==> config.mk <==
export PLATFORM = sky130hd
export DESIGN_NAME = free_list_object_allocator
export DESIGN_NICKNAME = d
export VERILOG_FILES = /design/src/hw/rtl/fla_pkg.sv /design/src/hw/rtl/free_list_object_allocator.sv /design/src/hw/rtl/fla_links.sv
export VERILOG_INCLUDE_DIRS = /design/src /design/src/hw/rtl
export SDC_FILE = /design/constraint.sdc
export NUM_CORES = 1
export LEC_CHECK = 0
export BUFFER_PORTS_ARGS = -buffer_cell sky130_fd_sc_hd__buf_2
export CAP_MARGIN = 5
export CORE_ASPECT_RATIO = 1.75
export CORE_MARGIN = 4
export CORE_UTILIZATION = 55
export DETAILED_ROUTE_END_ITERATION = 10
export PLACE_DENSITY_LB_ADDON = 0.15
export SLEW_MARGIN = 20
export SYNTH_ARGS = -nofsm -noshare
export SYNTH_HDL_FRONTEND = slang
export SYNTH_SLANG_ARGS = --single-unit
==> constraint.sdc <==
create_clock -name clk_i -period 5.2 [get_ports clk_i]
set_input_delay 1.04 -clock clk_i [delete_from_list [all_inputs] [get_ports clk_i]]
set_output_delay 1.04 -clock clk_i [all_outputs]
set_load 0.02 [all_outputs]
==> src/hw/rtl/free_list_object_allocator_defines.svh <==
// Assertion macros shared by the free list object allocator RTL.
// Expects clk_i and rst_ni in the scope where a macro is used.
`ifndef FREE_LIST_OBJECT_ALLOCATOR_DEFINES_SVH
`define FREE_LIST_OBJECT_ALLOCATOR_DEFINES_SVH

// Check that cons holds in the same cycle as ante.
`define FLA_ASSERT_SAME(label, ante, cons) \
  label: assert property (@(posedge clk_i) disable iff (!rst_ni) (ante) |-> (cons)) \
    else $error("allocator check failed");

// Check that cons holds in the cycle after ante.
`define FLA_ASSERT_NEXT(label, ante, cons) \
  label: assert property (@(posedge clk_i) disable iff (!rst_ni) (ante) |=> (cons)) \
    else $error("allocator check failed");

`endif

==> src/hw/rtl/fla_pkg.sv <==
// Package for the free list object allocator: pool size, link encoding,
// action codes, transfer structs and the link reset pattern. No dependencies.
`timescale 1ns / 1ps

package fla_pkg;

  localparam int unsigned SLOTS  = 64;
  localparam int unsigned SLOT_W = 6;
  localparam int unsigned LINK_W = SLOT_W + 1;

  // Link value that points nowhere.
  localparam logic [LINK_W-1:0] LINK_NONE = LINK_W'(SLOTS);

  localparam logic [1:0] ACT_ALLOC = 2'd0;
  localparam logic [1:0] ACT_FREE  = 2'd1;
  localparam logic [1:0] ACT_WRITE = 2'd2;

  typedef struct packed {
    logic [1:0]         action;
    logic [SLOT_W-1:0]  slot;
    logic signed [31:0] value;
  } req_t;

  typedef struct packed {
    logic [SLOT_W-1:0] granted_slot;
    logic              status;
  } res_t;

  // One access per cycle on a link memory: read or write.
  typedef struct packed {
    logic              rd_en;
    logic              wr_en;
    logic [SLOT_W-1:0] addr;
    logic [LINK_W-1:0] wdata;
  } link_port_t;

  // Next link of a slot after reset: the following slot, the last none.
  function automatic logic [LINK_W-1:0] link_reset(input logic [SLOT_W-1:0] a);
    logic [LINK_W-1:0] r;
    if (a == SLOT_W'(SLOTS - 1)) begin
      r = LINK_NONE;
    end else begin
      r = LINK_W'(a) + LINK_W'(1);
    end
    return r;
  endfunction

endpackage

==> src/hw/rtl/free_list_object_allocator.sv <==
// Top level of the free list object allocator: command sequencer, list heads,
// allocated bits and value store. Depends on fla_pkg, fla_links and the defines header.
`timescale 1ns / 1ps
`include "free_list_object_allocator_defines.svh"

// Usage:
//   Command channel: drive req_i and raise start; the command transfers at a
//   rising edge where start is high and busy is low. busy stays high from the
//   transfer until the result is shown.
//   Result channel: done_o pulses for exactly one cycle with res_o. The
//   receiver cannot stall, so each result is taken in the cycle it appears.
//   Every command gives exactly one result.
//   busy drops in the same cycle that done_o goes high. An allocate from a
//   non-empty pool steps through link and back states, and a free of an
//   allocated slot through link and push states; an allocate on a full pool, an
//   ignored free, a write and an unused action answer straight from decode.
//   The sequence is set by the single port on each link memory: a free reads
//   the slot's next and prev links, patches the neighbors, then relinks the slot,
//   one memory step per cycle under the sequencer.
//   A new command may transfer in the cycle done_o is high, so a command is
//   taken only after the previous command has given its result.
//   Reset: free list holds every slot in order starting at slot zero, used
//   list is empty, no slot allocated. Link memories need no clearing pass:
//   unwritten next links read as their reset pattern through valid bits.
module free_list_object_allocator (
  input  logic          clk_i,
  input  logic          rst_ni,
  input  logic          start,
  output logic          busy,
  input  fla_pkg::req_t req_i,
  output logic          done_o,
  output fla_pkg::res_t res_o
);
  import fla_pkg::*;

  typedef enum logic [2:0] {
    S_IDLE,
    S_DECODE,
    S_ALLOC_LINK,
    S_ALLOC_BACK,
    S_FREE_LINK,
    S_FREE_PUSH
  } state_e;

  state_e            state_q, state_d;
  req_t              req_q, req_d;
  logic [SLOT_W-1:0] cur_q, cur_d;          // slot being moved between lists
  logic [LINK_W-1:0] free_head_q, free_head_d;
  logic [LINK_W-1:0] used_head_q, used_head_d;
  logic [SLOTS-1:0]  in_use_q, in_use_d;
  logic              done_q, done_d;
  res_t              res_q, res_d;

  link_port_t        next_port, prev_port;
  logic [LINK_W-1:0] next_rdata, prev_rdata;
  logic              val_we;
  logic [31:0]       slot_value [SLOTS];
  logic              slot_in_pool;

  fla_links u_links (
    .clk_i        (clk_i),
    .rst_ni       (rst_ni),
    .next_port_i  (next_port),
    .prev_port_i  (prev_port),
    .next_rdata_o (next_rdata),
    .prev_rdata_o (prev_rdata)
  );

  assign slot_in_pool = ({1'b0, req_q.slot} < LINK_NONE);

  always_comb begin
    state_d     = state_q;
    req_d       = req_q;
    cur_d       = cur_q;
    free_head_d = free_head_q;
    used_head_d = used_head_q;
    in_use_d    = in_use_q;
    done_d      = 1'b0;
    res_d       = res_q;
    next_port   = '0;
    prev_port   = '0;
    val_we      = 1'b0;

    case (state_q)
      S_IDLE: begin
        if (start) begin
          req_d   = req_i;
          state_d = S_DECODE;
        end
      end

      S_DECODE: begin
        res_d   = '0;
        state_d = S_IDLE;
        case (req_q.action)
          ACT_ALLOC: begin
            if (free_head_q == LINK_NONE) begin
              // Pool full: answer failure, change nothing.
              res_d.status = 1'b1;
              done_d       = 1'b1;
            end else begin
              cur_d           = free_head_q[SLOT_W-1:0];
              next_port.rd_en = 1'b1;
              next_port.addr  = free_head_q[SLOT_W-1:0];
              state_d         = S_ALLOC_LINK;
            end
          end
          ACT_FREE: begin
            if (slot_in_pool && in_use_q[req_q.slot]) begin
              cur_d           = req_q.slot;
              next_port.rd_en = 1'b1;
              next_port.addr  = req_q.slot;
              prev_port.rd_en = 1'b1;
              prev_port.addr  = req_q.slot;
              state_d         = S_FREE_LINK;
            end else begin
              // Drop frees of slots that are not allocated.
              done_d = 1'b1;
            end
          end
          ACT_WRITE: begin
            val_we = slot_in_pool;
            done_d = 1'b1;
          end
          default: begin
            done_d = 1'b1;
          end
        endcase
      end

      S_ALLOC_LINK: begin
        // Pop the free head, point the new slot at the old used head.
        free_head_d     = next_rdata;
        next_port.wr_en = 1'b1;
        next_port.addr  = cur_q;
        next_port.wdata = used_head_q;
        prev_port.wr_en = 1'b1;
        prev_port.addr  = cur_q;
        prev_port.wdata = LINK_NONE;
        state_d         = S_ALLOC_BACK;
      end

      S_ALLOC_BACK: begin
        if (used_head_q != LINK_NONE) begin
          prev_port.wr_en = 1'b1;
          prev_port.addr  = used_head_q[SLOT_W-1:0];
          prev_port.wdata = {1'b0, cur_q};
        end
        used_head_d         = {1'b0, cur_q};
        in_use_d[cur_q]     = 1'b1;
        res_d.granted_slot  = cur_q;
        done_d              = 1'b1;
        state_d             = S_IDLE;
      end

      S_FREE_LINK: begin
        // Bridge the neighbors around the slot being freed.
        if (next_rdata != LINK_NONE) begin
          prev_port.wr_en = 1'b1;
          prev_port.addr  = next_rdata[SLOT_W-1:0];
          prev_port.wdata = prev_rdata;
        end
        if (prev_rdata != LINK_NONE) begin
          next_port.wr_en = 1'b1;
          next_port.addr  = prev_rdata[SLOT_W-1:0];
          next_port.wdata = next_rdata;
        end else begin
          used_head_d = next_rdata;
        end
        state_d = S_FREE_PUSH;
      end

      S_FREE_PUSH: begin
        // Push the slot onto the free list.
        next_port.wr_en = 1'b1;
        next_port.addr  = cur_q;
        next_port.wdata = free_head_q;
        prev_port.wr_en = 1'b1;
        prev_port.addr  = cur_q;
        prev_port.wdata = LINK_NONE;
        free_head_d     = {1'b0, cur_q};
        in_use_d[cur_q] = 1'b0;
        done_d          = 1'b1;
        state_d         = S_IDLE;
      end

      default: begin
        state_d = S_IDLE;
      end
    endcase
  end

  always_ff @(posedge clk_i or negedge rst_ni) begin
    if (!rst_ni) begin
      state_q     <= S_IDLE;
      req_q       <= '0;
      cur_q       <= '0;
      free_head_q <= '0;
      used_head_q <= LINK_NONE;
      in_use_q    <= '0;
      done_q      <= 1'b0;
      res_q       <= '0;
    end else begin
      state_q     <= state_d;
      req_q       <= req_d;
      cur_q       <= cur_d;
      free_head_q <= free_head_d;
      used_head_q <= used_head_d;
      in_use_q    <= in_use_d;
      done_q      <= done_d;
      res_q       <= res_d;
    end
  end

  // Slot values are kept but never read back by any command.
  always_ff @(posedge clk_i) begin
    if (val_we) begin
      slot_value[req_q.slot] <= req_q.value;
    end
  end

  assign busy   = (state_q != S_IDLE);
  assign done_o = done_q;
  assign res_o  = res_q;

  `FLA_ASSERT_SAME(a_done_not_busy, done_o, !busy)
  `FLA_ASSERT_NEXT(a_accept_busy, start && !busy, busy)
  `FLA_ASSERT_SAME(a_fail_when_full, done_o && res_o.status,
                   (free_head_q == LINK_NONE) && (res_o.granted_slot == '0))
  `FLA_ASSERT_SAME(a_used_head_alloc, used_head_q != LINK_NONE,
                   in_use_q[used_head_q[SLOT_W-1:0]])

endmodule

==> src/hw/rtl/fla_links.sv <==
// Link store of the allocator: next and prev link memories, one port each.
// Depends on fla_pkg.
`timescale 1ns / 1ps

module fla_links (
  input  logic                       clk_i,
  input  logic                       rst_ni,
  input  fla_pkg::link_port_t        next_port_i,
  input  fla_pkg::link_port_t        prev_port_i,
  output logic [fla_pkg::LINK_W-1:0] next_rdata_o,
  output logic [fla_pkg::LINK_W-1:0] prev_rdata_o
);
  import fla_pkg::*;

  logic [LINK_W-1:0] next_mem [SLOTS];
  logic [LINK_W-1:0] prev_mem [SLOTS];
  logic [SLOTS-1:0]  next_vld_q;
  logic [LINK_W-1:0] next_rd_q;
  logic [LINK_W-1:0] prev_rd_q;
  logic              next_hit_q;
  logic [SLOT_W-1:0] next_addr_q;

  always_ff @(posedge clk_i) begin
    if (next_port_i.wr_en) begin
      next_mem[next_port_i.addr] <= next_port_i.wdata;
    end
    if (next_port_i.rd_en) begin
      next_rd_q <= next_mem[next_port_i.addr];
    end
    if (prev_port_i.wr_en) begin
      prev_mem[prev_port_i.addr] <= prev_port_i.wdata;
    end
    if (prev_port_i.rd_en) begin
      prev_rd_q <= prev_mem[prev_port_i.addr];
    end
  end

  // Unwritten next entries read back as their reset pattern.
  always_ff @(posedge clk_i or negedge rst_ni) begin
    if (!rst_ni) begin
      next_vld_q  <= '0;
      next_hit_q  <= 1'b0;
      next_addr_q <= '0;
    end else begin
      if (next_port_i.wr_en) begin
        next_vld_q[next_port_i.addr] <= 1'b1;
      end
      if (next_port_i.rd_en) begin
        next_hit_q  <= next_vld_q[next_port_i.addr];
        next_addr_q <= next_port_i.addr;
      end
    end
  end

  assign next_rdata_o = next_hit_q ? next_rd_q : link_reset(next_addr_q);
  assign prev_rdata_o = prev_rd_q;

endmodule
* Yosys cells after proc, flatten, opt, wreduce, memory -nomap -nowiden
Memories as Yosys holds them, arrays and structs flattened. A register that Yosys moved wholly into a read port is not among the register bits.
Cells that the tools add are included.
** Operators by class
- Equal/unequal tests :: 15
- Reduce and logical (&&, ||, !) cells :: 15
- Muxes and demuxes :: 51
- Add/sub/neg operators :: 1
- Bitwise logic cells :: 4
- $lt $le $gt $ge :: 5
** Operators by type and width (number)
- 64-bit OR :: 2
- 64-bit one-hot mux with 2 select lines :: 1
- 64-bit bitwise AND :: 1
- 64-bit inverter :: 1
- 14-bit two-way mux :: 3
- 7-bit one-hot mux with 3 select lines :: 2
- 6-bit one-hot mux with 2 select lines :: 3
- 6-bit two-way mux :: 5
- 7-bit one-hot mux with 2 select lines :: 2
- 6-bit one-hot mux with 4 select lines :: 1
- 6-bit by 7-bit < comparator with 1-bit output, second input constant :: 3
- 7-bit two-way mux :: 3
- 7-bit inequality test, second input constant :: 3
- 6-bit one-hot mux with 3 select lines :: 1
- 1-bit two-way mux :: 16
- 1-bit binary-select mux with 6-bit select :: 2
- 1-bit demux with 6-bit select :: 2
- 6-bit by 1-bit >= comparator with 1-bit output, second input constant :: 2
- 3-bit one-hot mux with 4 select lines :: 1
- 2-bit nonzero test :: 5
- 2-bit inequality test, second input constant :: 4
- 1-bit one-hot mux with 2 select lines :: 4
- 6-bit by 1-bit adder with 7-bit output, second input constant :: 1
- 7-bit equality test, second input constant :: 1
- other kinds (16) :: 22
** Word-level totals
- Memories :: 2
- Input port bits :: 43
- Word-level logic and storage cells :: 106
- Output and inout bits :: 9
- Memory bits (writable) :: 896
- Register bits after elaboration :: 174
** Memory list
- u_links.next_mem :: words 64, width 7, rd ports 1, clocked after memory_dff 1, wr ports 1, line fla_links.sv:15 : logic [LINK_W-1:0] next_mem [SLOTS];
- u_links.prev_mem :: words 64, width 7, rd ports 1, clocked after memory_dff 1, wr ports 1, line fla_links.sv:16 : logic [LINK_W-1:0] prev_mem [SLOTS];

* Depth between registers and ports, before layout
Gate-level depths: netlist of the first run.
- Depth in word-level cells :: 10
- Gate-level depth with buffers :: 18
- Mapped depth without buffers :: 12

* Cells and area by module
A second synthesis of the first run with hierarchy kept.
** Second synthesis, totals
- Cell total of the unflattened synthesis :: 2748
- Area total of the unflattened synthesis :: 44501.4 sq um
** Modules (own cells, without submodules)
- fla_links :: cells an instance 2152, area an instance 38757.2 sq um, sequential area each 29102.9 sq um, instances 1
- free_list_object_allocator :: cells an instance 596, area an instance 5744.3 sq um, sequential area each 2578.7 sq um, instances 1

* Worst setup path after synthesis of the first run
No wires, ideal clock.
- Path kind :: flip-flop to flip-flop
- From :: register u_links.next_addr_q[0]
- To :: memory u_links.next_mem[0][3] (netlist bit) (data pin)
- Setup slack :: 0.689 ns
- Setup time :: 0.702 ns
- Required time :: 4.498 ns
- Arrival :: 3.809 ns
- Buffers on the path :: 0
- Clock period less this slack :: 4.511 ns
- Cell stages (with the launch flop) :: 7
- Cell sequence :: dfrtp_1 > ha_1 > nand2_1 > o21ai_0 > o21ai_0 > inv_1 > o21ai_0
** RTL lines
- start: declaration :: line fla_links.sv:21 : logic [SLOT_W-1:0] next_addr_q;
- start signal: assignment :: line fla_links.sv:50 : next_addr_q <= next_port_i.addr;
- end: declaration :: line fla_links.sv:15

* Final worst setup path of the first run
- From :: register req_q[32] (netlist bit)
- To :: register u_links.next_rd_q[6] (read register of u_links.next_mem) (data pin)
** On the way
- Word-level cells in the longest chain between the ends :: 5
- Elaborated cells between the ends (all ways) :: 8
- Those cells by class :: mux: 8
** Ends and longest elaborated chain
- start: declaration :: line free_list_object_allocator.sv:46 : req_t req_q, req_d;
- start signal: assignment :: line free_list_object_allocator.sv:205 : req_q <= req_d;
- 1-bit binary-select mux with 6-bit select :: line free_list_object_allocator.sv:109 : if (slot_in_pool && in_use_q[req_q.slot]) begin
- 1-bit two-way mux (implied by the code) :: line free_list_object_allocator.sv:109
- 6-bit two-way mux / 1-bit two-way mux (equally long branches) :: line free_list_object_allocator.sv:109
- 6-bit one-hot mux with 2 select lines / 1-bit one-hot mux with 2 select lines (equally long branches) :: line free_list_object_allocator.sv:95 : case (req_q.action)
- 6-bit one-hot mux with 3 select lines / 1-bit two-way mux (equally long branches) :: line free_list_object_allocator.sv:84 : case (state_q)
- end: declaration :: line fla_links.sv:18 : logic [LINK_W-1:0] next_rd_q;
Several ways; a longest one is shown, not always the timed one. The select of a mux whose other input is x is not followed.
A chain may end at the register's enable or synchronous reset.

==> results_tabular.tex, run 1 <==
\begin{tabular}{lr}
\hline
Metric & Value \\
\hline
\multicolumn{2}{l}{\textbf{Global route}} \\
\quad Antenna violations before repair & 0 \\
\quad GR Overflow Total & 0 \\
\quad Via count of the first global-routing pass & 27641 \\
\quad Wire length of the first global-routing pass & 185000 µm \\
\quad Maximum number of pins on one net before global-route repair & 159 \\
\quad Combined global-route utilization of all metal layers & 29.5\% \\
\multicolumn{2}{l}{\textbf{STA}} \\
\quad Least setup slack across all paths after layout & 156 ps \\
\quad Period minus WS final & 5040 ps \\
\quad Final count of negative-setup-slack endpoints & 0 \\
\quad Final Cycle Share & 97.0\% \\
\quad Setup repair after global routing missed its margin & no \\
\quad Setup Skew & 17.5 ps \\
\quad Pins over their slew limit & 0 \\
\quad Count of endpoints failing hold in the final timing report & 0 \\
\quad WHS & 210 ps \\
\quad Actual transition at the worst max-transition pin & 1060 ps \\
\quad Worst slew margin relative to its limit & 29.1\% \\
\quad Aggregate negative setup slack & 0 ps \\
\quad Highest clock rate & 0.198 GHz \\
\multicolumn{2}{l}{\textbf{Power and ir drop}} \\
\quad Net switching power & 11900 µW \\
\quad Design internal power & 19200 µW \\
\quad Switching share of power & 38.2\% \\
\quad Combinational cell fraction of total power & 40.3\% \\
\quad Leakage & 0.0175 µW \\
\quad Seq pwr share & 35.8\% \\
\quad Clock power frac & 23.9\% \\
\quad Total power divided by cell area & 621 nW/µm² \\
\quad Maximum vdd ir drop & 0.420 mV \\
\multicolumn{2}{l}{\textbf{Synth}} \\
\quad Mapped Nets & 3025 \\
\quad Count of unique library cells instantiated by Yosys & 81 \\
\quad Syn Area/Cell & 14.7 µm² \\
\quad Most frequent cells after synthesis & sky130\_fd\_sc\_hd\_\_edfxtp\_1, sky130\_fd\_sc\_hd\_\_nor2\_1, sky130\_fd\_sc\_hd\_\_mux2i\_1 \\
\quad Warnings, synthesis & 0 \\
\quad Leading cell type by number of instances after synthesis & sky130\_fd\_sc\_hd\_\_edfxtp\_1 \\
\quad Yosys top cell by area & sky130\_fd\_sc\_hd\_\_edfxtp\_1 \\
\quad Top cells by area, synth & sky130\_fd\_sc\_hd\_\_edfxtp\_1, sky130\_fd\_sc\_hd\_\_dfrtp\_1, sky130\_fd\_sc\_hd\_\_mux2i\_1 \\
\quad Post-synthesis async set-or-reset flop share & 16.1\% \\
\quad Top\_reg\_cell synth & sky130\_fd\_sc\_hd\_\_edfxtp\_1 \\
\quad Area share of the largest cell type after synthesis & 62.5\% \\
\quad Share of the yosys chip area belonging to registers & 72.5\% \\
\quad Mapped cell area & 43700 µm² \\
\quad Synthesized instance count & 2981 \\
\quad Number of enable flip-flop cells after synthesis & 910 \\
\quad Number of flip-flops and latches in the synthesized netlist & 1084 \\
\multicolumn{2}{l}{\textbf{Worst setup path}} \\
\quad Setup CP Type & flip-flop to flip-flop \\
\quad Cells along the critical path & nor2b\_1, a22oi\_1, a211oi\_1, a2111oi\_4, a22oi\_2, buf\_4, o21a\_2, nor2\_2, buf\_4, a221oi\_1, a31oi\_1, a21oi\_1, nand4\_1 \\
\quad Critical path data arrival time & 5470 ps \\
\quad Longest individual stage delay on the worst path & 650 ps \\
\quad Endpoint of the worst register-to-register path & u\_links.next\_rd\_q[6]\$\_DFFE\_PP\_ \\
\quad Critical path endpoint & u\_links.next\_rd\_q[6]\$\_DFFE\_PP\_ \\
\quad Launch instance of the worst register-to-register path & req\_q[32]\$\_DFFE\_PN0P\_ \\
\quad Master of the slowest instance on the critical path & sky130\_fd\_sc\_hd\_\_dfrtp\_1 \\
\quad Largest delay share family, worst path & compound AO/OA/AOI/OAI gates \\
\quad Slack of the worst reg-to-reg path & 160 ps \\
\quad Total stage count of the critical path & 13 \\
\quad Crit start category & flip-flop \\
\quad Launch point of the critical path & req\_q[32]\$\_DFFE\_PN0P\_ \\
\quad Max FO, Critical Path & 17 \\
\quad Buffers and inverters on the worst path & 2 \\
\quad Kind of end point of the critical path & flip-flop \\
\quad Most repeated library cell on the critical path & sky130\_fd\_sc\_hd\_\_buf\_4 \\
\quad Required time at the worst-slack endpoint & 5620 ps \\
\quad Number of cells on the worst reg-to-reg path & 13 \\
\multicolumn{2}{l}{\textbf{CTS}} \\
\quad Clock Tree Root & sky130\_fd\_sc\_hd\_\_clkbuf\_16 \\
\quad CTS tree & built \\
\quad Post-CTS Setup Repair Bufs & 0 \\
\quad Bufs on Longest Clock Path & 3 \\
\quad Later-pin clock latency in the skew report & 690 ps \\
\quad TritonCTS Sinks & 1084 \\
\quad Clock buffer count from CTS & 97 \\
\quad CTS HTree Levels & 3 \\
\quad Clock transition at the registers of the reported paths & 70 ps \\
\multicolumn{2}{l}{\textbf{Worst hold path}} \\
\quad Worst Hold Class & input port to asynchronous set/reset pin \\
\multicolumn{2}{l}{\textbf{Finish}} \\
\quad Relative area change from synthesis to final layout & 14.2\% \\
\quad Fraction of final layout cells sized beyond drive strength 1 & 18.2\% \\
\quad Final-stage net count & 3218 \\
\quad Post-route core utilization & 63.5\% \\
\multicolumn{2}{l}{\textbf{Detailed routing}} \\
\quad Via-to-Cell Ratio & 6.40 \\
\quad Remaining antenna violation count & 0 \\
\quad Drt pass-1 iters & 8 \\
\quad Remaining DRCs & 0 \\
\quad Post-DR wirelength/cell & 29.3 µm \\
\quad Wirelength, routed & 126000 µm \\
\quad Number of vias in the routed layout & 27490 \\
\quad Iter 0 DRT Violations & 3057 \\
\multicolumn{2}{l}{\textbf{Status}} \\
\quad Status & complete, no violations \\
\multicolumn{2}{l}{\textbf{Place}} \\
\quad Final RePlAce weighted congestion & 0.995 \\
\quad Post-placement setup slack & 161 ps \\
\quad Hpwl dp & 85200 µm \\
\quad Count of input and output buffers & 19 \\
\multicolumn{2}{l}{\textbf{Floorplan}} \\
\quad Vertical die dimension & 381 µm \\
\quad Die area & 84200 µm² \\
\quad IO Pins & 52 \\
\quad Starting density of the core & 55.6\% \\
\quad Horizontal die dimension & 221 µm \\
\quad Core area & 78600 µm² \\
\quad FP Rows & 136 \\
\multicolumn{2}{l}{\textbf{Job}} \\
\quad Max-cap check violation count & 0 \\
\hline
\end{tabular}
-- metal layers --
layer	track usage, %	share of wire, %
met4	21.2	8.6
met3	4.05	5.5
met5	0	0
met1	32.2	34
met2	52.7	52
-- metrics by stage --
stage          area, µm²  total power [µW]  cells
2_1_floorplan      43700             18100   2981
3_3_place_gp       46600             23400   4110
3_5_place_dp       46600             23600   4110
4_1_cts            49900             31000   4292
5_1_grt            49900             32100   4292
6_report           49900             31000   4293
-- sequential cells by signal (all words and copies together) (netlist names), named ones only --
signal	count
u_links.next_mem	448
u_links.next_addr_q	6
cur_q	6
u_links.prev_rdata_o	7
free_head_q	7
done_o	1
used_head_q	7
u_links.next_rd_q	7
state_q	3
u_links.prev_mem	448
u_links.next_hit_q	1
res_o	7
req_q	8
u_links.next_vld_q	64
-- cells in the final DEF, fill, tap and decap left out, types with 24 or more instances in the layout --
master / instances
sky130_fd_sc_hd__a21oi_1: 143
sky130_fd_sc_hd__a221oi_1: 48
sky130_fd_sc_hd__a222oi_1: 30
sky130_fd_sc_hd__a22o_1: 24
sky130_fd_sc_hd__a22oi_1: 137
sky130_fd_sc_hd__a31oi_1: 51
sky130_fd_sc_hd__and3_1: 24
sky130_fd_sc_hd__buf_4: 231
sky130_fd_sc_hd__clkbuf_16: 100
sky130_fd_sc_hd__dfrtp_1: 172
sky130_fd_sc_hd__edfxtp_1: 910
sky130_fd_sc_hd__mux2_2: 50
sky130_fd_sc_hd__mux2i_1: 213
sky130_fd_sc_hd__nand2_1: 183
sky130_fd_sc_hd__nand3_1: 47
sky130_fd_sc_hd__nor2_1: 308
sky130_fd_sc_hd__o21ai_0: 54
sky130_fd_sc_hd__o22a_1: 44
sky130_fd_sc_hd__o22ai_1: 28
sky130_fd_sc_hd__or2_2: 66
-- final cells by class --
type / instances / area (µm²)
clock buffers: 118 / 2590
inverters: 15 / 56.3
well taps: 1035 / 1290
flip-flops and latches: 1084 / 31700
fillers: 5809 / 28700
multi-input cells: 1708 / 11400
repair buffers: 268 / 2200
diodes: 1 / 2.50
clock inverters: 64 / 719
-- worst min path at each step --
stage	startpoint	end	cells past startpoint
floorplan	u_links.next_vld_q[29]$_DFFE_PN0P_	u_links.next_vld_q[29]$_DFFE_PN0P_	1
global placement	u_links.next_vld_q[29]$_DFFE_PN0P_	u_links.next_vld_q[29]$_DFFE_PN0P_	1
detailed placement	u_links.next_vld_q[29]$_DFFE_PN0P_	u_links.next_vld_q[29]$_DFFE_PN0P_	1
CTS	rst_ni	u_links.next_vld_q[37]$_DFFE_PN0P_	1
global route	rst_ni	u_links.next_vld_q[37]$_DFFE_PN0P_	1
finish	rst_ni	u_links.next_vld_q[59]$_DFFE_PN0P_	1
-- power groups by stage --
| stage | registers [µW] | logic [µW] | clock network [µW] |
|---|---|---|---|
| floorplan | 11000 | 7080 | 0 |
| global placement | 11200 | 12200 | 0 |
| detailed placement | 11300 | 12300 | 0 |
| CTS | 11100 | 12400 | 7520 |
| global route | 11100 | 13100 | 7890 |
| finish | 11100 | 12500 | 7420 |
-- cell families (layout without fill, tap and decap cells) --
family / after synthesis / after routing / share of synthesized area, %
flip-flops: 1084 / 1084 / 72.5
AND/OR/NAND/NOR: 738 / 738 / 7.61
AO/OA/AOI/OAI: 697 / 697 / 11.5
multiplexers: 268 / 268 / 6.40
buffers and inverters: 189 / 465 / 1.93
XOR/XNOR: 4 / 4 / 0.0802
adder cells (fa/ha/maj): 1 / 1 / 0.0286
other: 0 / 1 / 0
-- what timing repair did --
| action | 4_1_cts | 5_1_grt |
|---|---|---|
| endpoints found under the setup margin | 0 | 54 |
| gates resized for setup | 0 | 2 |
| hold buffers | 0 | 0 |
(Power assumes the default switching activity.)
==> inputs of run 2 (changes only) <==
GPL_TIMING_DRIVEN = 0   (was unset)
SLEW_MARGIN = unset   (was 20)
==> run 2 against run 1 <==
- the run now ends with max-capacitance violations, max-slew violations, negative setup slack left
- sequential cell count unchanged
- combinational power up 22%
- hold slack gained 51 ps
- first-iteration DRC count grew 18%
- wire length is 26% higher
- core utilization grew 0.28 points
- maximum frequency shrank 5.0%
- via count up 5.3%
- register-to-register slack worse by 260 ps
- total power is 8.1% higher
- final area rose by 0.44%
- die area is the same
- largest power group unchanged
==> results_tabular.tex, run 2 (same netlist as run 1, synthesis figures left out) <==
\begin{tabular}{lr}
\hline
Metric & Value \\
\hline
\multicolumn{2}{l}{\textbf{STA}} \\
\quad Setup Skew & 40.6 ps (+23.1 ps) \\
\quad Final count of negative-setup-slack endpoints & 130 (+130) \\
\quad Worst slew margin relative to its limit & -2.00\% (-31 points) \\
\quad Pins over their slew limit & 11 (+11) \\
\quad Count of endpoints failing hold in the final timing report & 0 (unchanged) \\
\quad Setup repair after global routing missed its margin & yes \\
\quad Final Cycle Share & 102\% (+5.1 points) \\
\quad Least setup slack across all paths after layout & -108 ps (-264 ps) \\
\quad Period minus WS final & 5310 ps (+264 ps) \\
\quad Actual transition at the worst max-transition pin & 1530 ps (+471 ps) \\
\quad Highest clock rate & 0.188 GHz (-5.0\%) \\
\multicolumn{2}{l}{\textbf{Detailed routing}} \\
\quad Wirelength, routed & 159000 µm (+26\%) \\
\quad Post-DR wirelength/cell & 37.4 µm (+28\%) \\
\quad Drt pass-1 iters & 8 (unchanged) \\
\quad Iter 0 DRT Violations & 3616 (+18\%) \\
\quad Remaining antenna violation count & 0 (unchanged) \\
\quad Number of vias in the routed layout & 28944 (+5.3\%) \\
\quad Via-to-Cell Ratio & 6.83 (+6.7\%) \\
\quad Remaining DRCs & 0 (unchanged) \\
\multicolumn{2}{l}{\textbf{Worst setup path}} \\
\quad Crit start category & flip-flop \\
\quad Max FO, Critical Path & 8 (-9) \\
\quad Kind of end point of the critical path & flip-flop \\
\quad Setup CP Type & flip-flop to flip-flop \\
\quad Critical path data arrival time & 5650 ps (+180 ps) \\
\quad Required time at the worst-slack endpoint & 5540 ps (-80 ps) \\
\multicolumn{2}{l}{\textbf{Global route}} \\
\quad Combined global-route utilization of all metal layers & 37.0\% (+7.5 points) \\
\quad Wire length of the first global-routing pass & 218000 µm (+18\%) \\
\quad GR Overflow Total & 0 (unchanged) \\
\quad Antenna violations before repair & 1 (+1) \\
\quad Maximum number of pins on one net before global-route repair & 118 (-26\%) \\
\quad Via count of the first global-routing pass & 28566 (+3.3\%) \\
\multicolumn{2}{l}{\textbf{Finish}} \\
\quad Area of the multi-input gates & 12300 µm² (+8.0\%) \\
\quad Number of cells in the finished layout apart from fillers & 4238 (-1.3\%) \\
\quad Registers with the highest flip-flop counts & u\_links.next\_mem x448, u\_links.prev\_mem x448, u\_links.next\_vld\_q x64 \\
\quad Most used cells in the layout excluding fill and tap cells & sky130\_fd\_sc\_hd\_\_edfxtp\_1, sky130\_fd\_sc\_hd\_\_mux2i\_1, sky130\_fd\_sc\_hd\_\_nor2\_1 \\
\quad Filler cell count in the final layout & 5811 (+0.034\%) \\
\quad Combined flip-flop and latch cell area & 31700 µm² (about the same) \\
\quad Final-stage net count & 3167 (-1.6\%) \\
\quad Most common cell after layout, fill and taps aside & sky130\_fd\_sc\_hd\_\_edfxtp\_1 \\
\quad Relative area change from synthesis to final layout & 14.8\% \\
\quad Fraction of final layout cells sized beyond drive strength 1 & 20.2\% (+2.1 points) \\
\multicolumn{2}{l}{\textbf{Floorplan}} \\
\quad Vertical die dimension & 381 µm (unchanged) \\
\quad FP Rows & 136 (unchanged) \\
\quad IO Pins & 52 (unchanged) \\
\quad Starting density of the core & 55.6\% (unchanged) \\
\quad Die area & 84200 µm² (unchanged) \\
\quad Core area & 78600 µm² (unchanged) \\
\quad Horizontal die dimension & 221 µm (unchanged) \\
\multicolumn{2}{l}{\textbf{Power and ir drop}} \\
\quad Leakage & 0.0171 µW (-2.5\%) \\
\quad Overall Power & 33500 µW (+8.1\%) \\
\quad Total power divided by cell area & 669 nW/µm² (+7.6\%) \\
\quad Maximum vdd ir drop & 0.516 mV (+23\%) \\
\multicolumn{2}{l}{\textbf{CTS}} \\
\quad Later-pin clock latency in the skew report & 730 ps (+40 ps) \\
\quad Clock Tree Root & sky130\_fd\_sc\_hd\_\_clkbuf\_16 \\
\quad Clock buffer count from CTS & 94 (-3.1\%) \\
\quad Bufs on Longest Clock Path & 3 (unchanged) \\
\quad Hold Buf Count CTS & 0 (unchanged) \\
\quad CTS HTree Levels & 3 (unchanged) \\
\quad TritonCTS Sinks & 1084 (unchanged) \\
\quad Clock transition at the registers of the reported paths & 70 ps (about the same) \\
\quad CTS tree & built \\
\multicolumn{2}{l}{\textbf{Place}} \\
\quad Placed insts & 4059 (-1.2\%) \\
\quad Count of input and output buffers & 19 (unchanged) \\
\quad Final RePlAce weighted congestion & 1.04 (+5.0\%) \\
\quad Hpwl dp & 111000 µm (+31\%) \\
\multicolumn{2}{l}{\textbf{Job}} \\
\quad Max-cap check violation count & 1 (+1) \\
\multicolumn{2}{l}{\textbf{Status}} \\
\quad Status & finished, violations left \\
\quad Violations in the final reports & max-capacitance violations, max-slew violations, negative setup slack \\
\multicolumn{2}{l}{\textbf{Worst hold path}} \\
\quad Worst Hold Class & input port to asynchronous set/reset pin \\
\hline
\end{tabular}
-- run 2: routing by layer --
layer	vias to the layer above	wire, µm	track usage, %
met1	14604	50000	39.3
met5	-	0	0
met3	652	10800	5.42
met4	0	19600	34.5
met2	1757	78100	62.9
li1	11931	-	-
-- run 2: per-stage QoR --
step | worst slack, ps | util [%] | setup TNS (ps) | cell area (µm²) | hold WS [ps]
floorplan | 689 | - | 0 | 43700 | 432
global placement | -3540 | 57.4 | -2629640 | 45100 | 449
detailed placement | -2130 | 58.1 | -1017340 | 45700 | 447
CTS | -92.4 | 63.5 | -4430 | 49900 | 282
global route | -176 | 63.8 | -20900 | 50200 | 305
finish | -108 | 63.8 | -5160 | 50200 | 260
-- run 2: worst max-delay path, stage by stage, from the launching register on --
cell	delay, ps
sky130_fd_sc_hd__dfrtp_1	370
sky130_fd_sc_hd__clkbuf_1	260
sky130_fd_sc_hd__inv_1	200
sky130_fd_sc_hd__o21ai_0	240
sky130_fd_sc_hd__o21ai_0	780
sky130_fd_sc_hd__inv_1	230
sky130_fd_sc_hd__a41oi_1	590
sky130_fd_sc_hd__or4_1	210
sky130_fd_sc_hd__clkbuf_1	500
sky130_fd_sc_hd__nand3_1	720
sky130_fd_sc_hd__nor2_1	820
-- run 2: where the power goes --
| group | total, µW | switching (µW) | internal [µW] | leakage (µW) |
|---|---|---|---|---|
| registers | 11000 | 405 | 10600 | 0.0105 |
| logic | 15200 | 10900 | 4250 | 0.00502 |
| clock network | 7400 | 3350 | 4050 | 0.00156 |
-- run 2: worst paths after layout --
check | cells after the start | slack [ps] | start | endpoint
max reg2reg | 10 | -110 | u_links.next_hit_q$_DFFE_PN0P_ | u_links.prev_mem[58][0]$_DFFE_PP_
max in group asynchronous | 2 | 3820 | rst_ni | asynchronous set/reset pin
min | 1 | 260 | rst_ni | u_links.next_vld_q[57]$_DFFE_PN0P_
max | 10 | -110 | u_links.next_hit_q$_DFFE_PN0P_ | u_links.prev_mem[58][0]$_DFFE_PP_
min reg2reg | 1 | 470 | u_links.next_vld_q[41]$_DFFE_PN0P_ | u_links.next_vld_q[41]$_DFFE_PN0P_
min in group clk_i | 1 | 470 | u_links.next_vld_q[41]$_DFFE_PN0P_ | u_links.next_vld_q[41]$_DFFE_PN0P_
-- run 2: area by class of cell --
cell class	instances	share of cell area [%]
timing repair buffer	51	1.21
clock inverter	61	1.46
sequential	1084	63.2
multi-input combinational	1708	24.5
clock buffer	113	4.95
antenna	2	0.00998
inverter	15	0.112
buffer	169	1.99
tap	1035	2.58
-- run 2: what timing repair did --
item                       CTS  global route
pin swaps                    9            13
setup endpoints to repair  917           578
buffers inserted             6             2
gates resized for setup    335            77
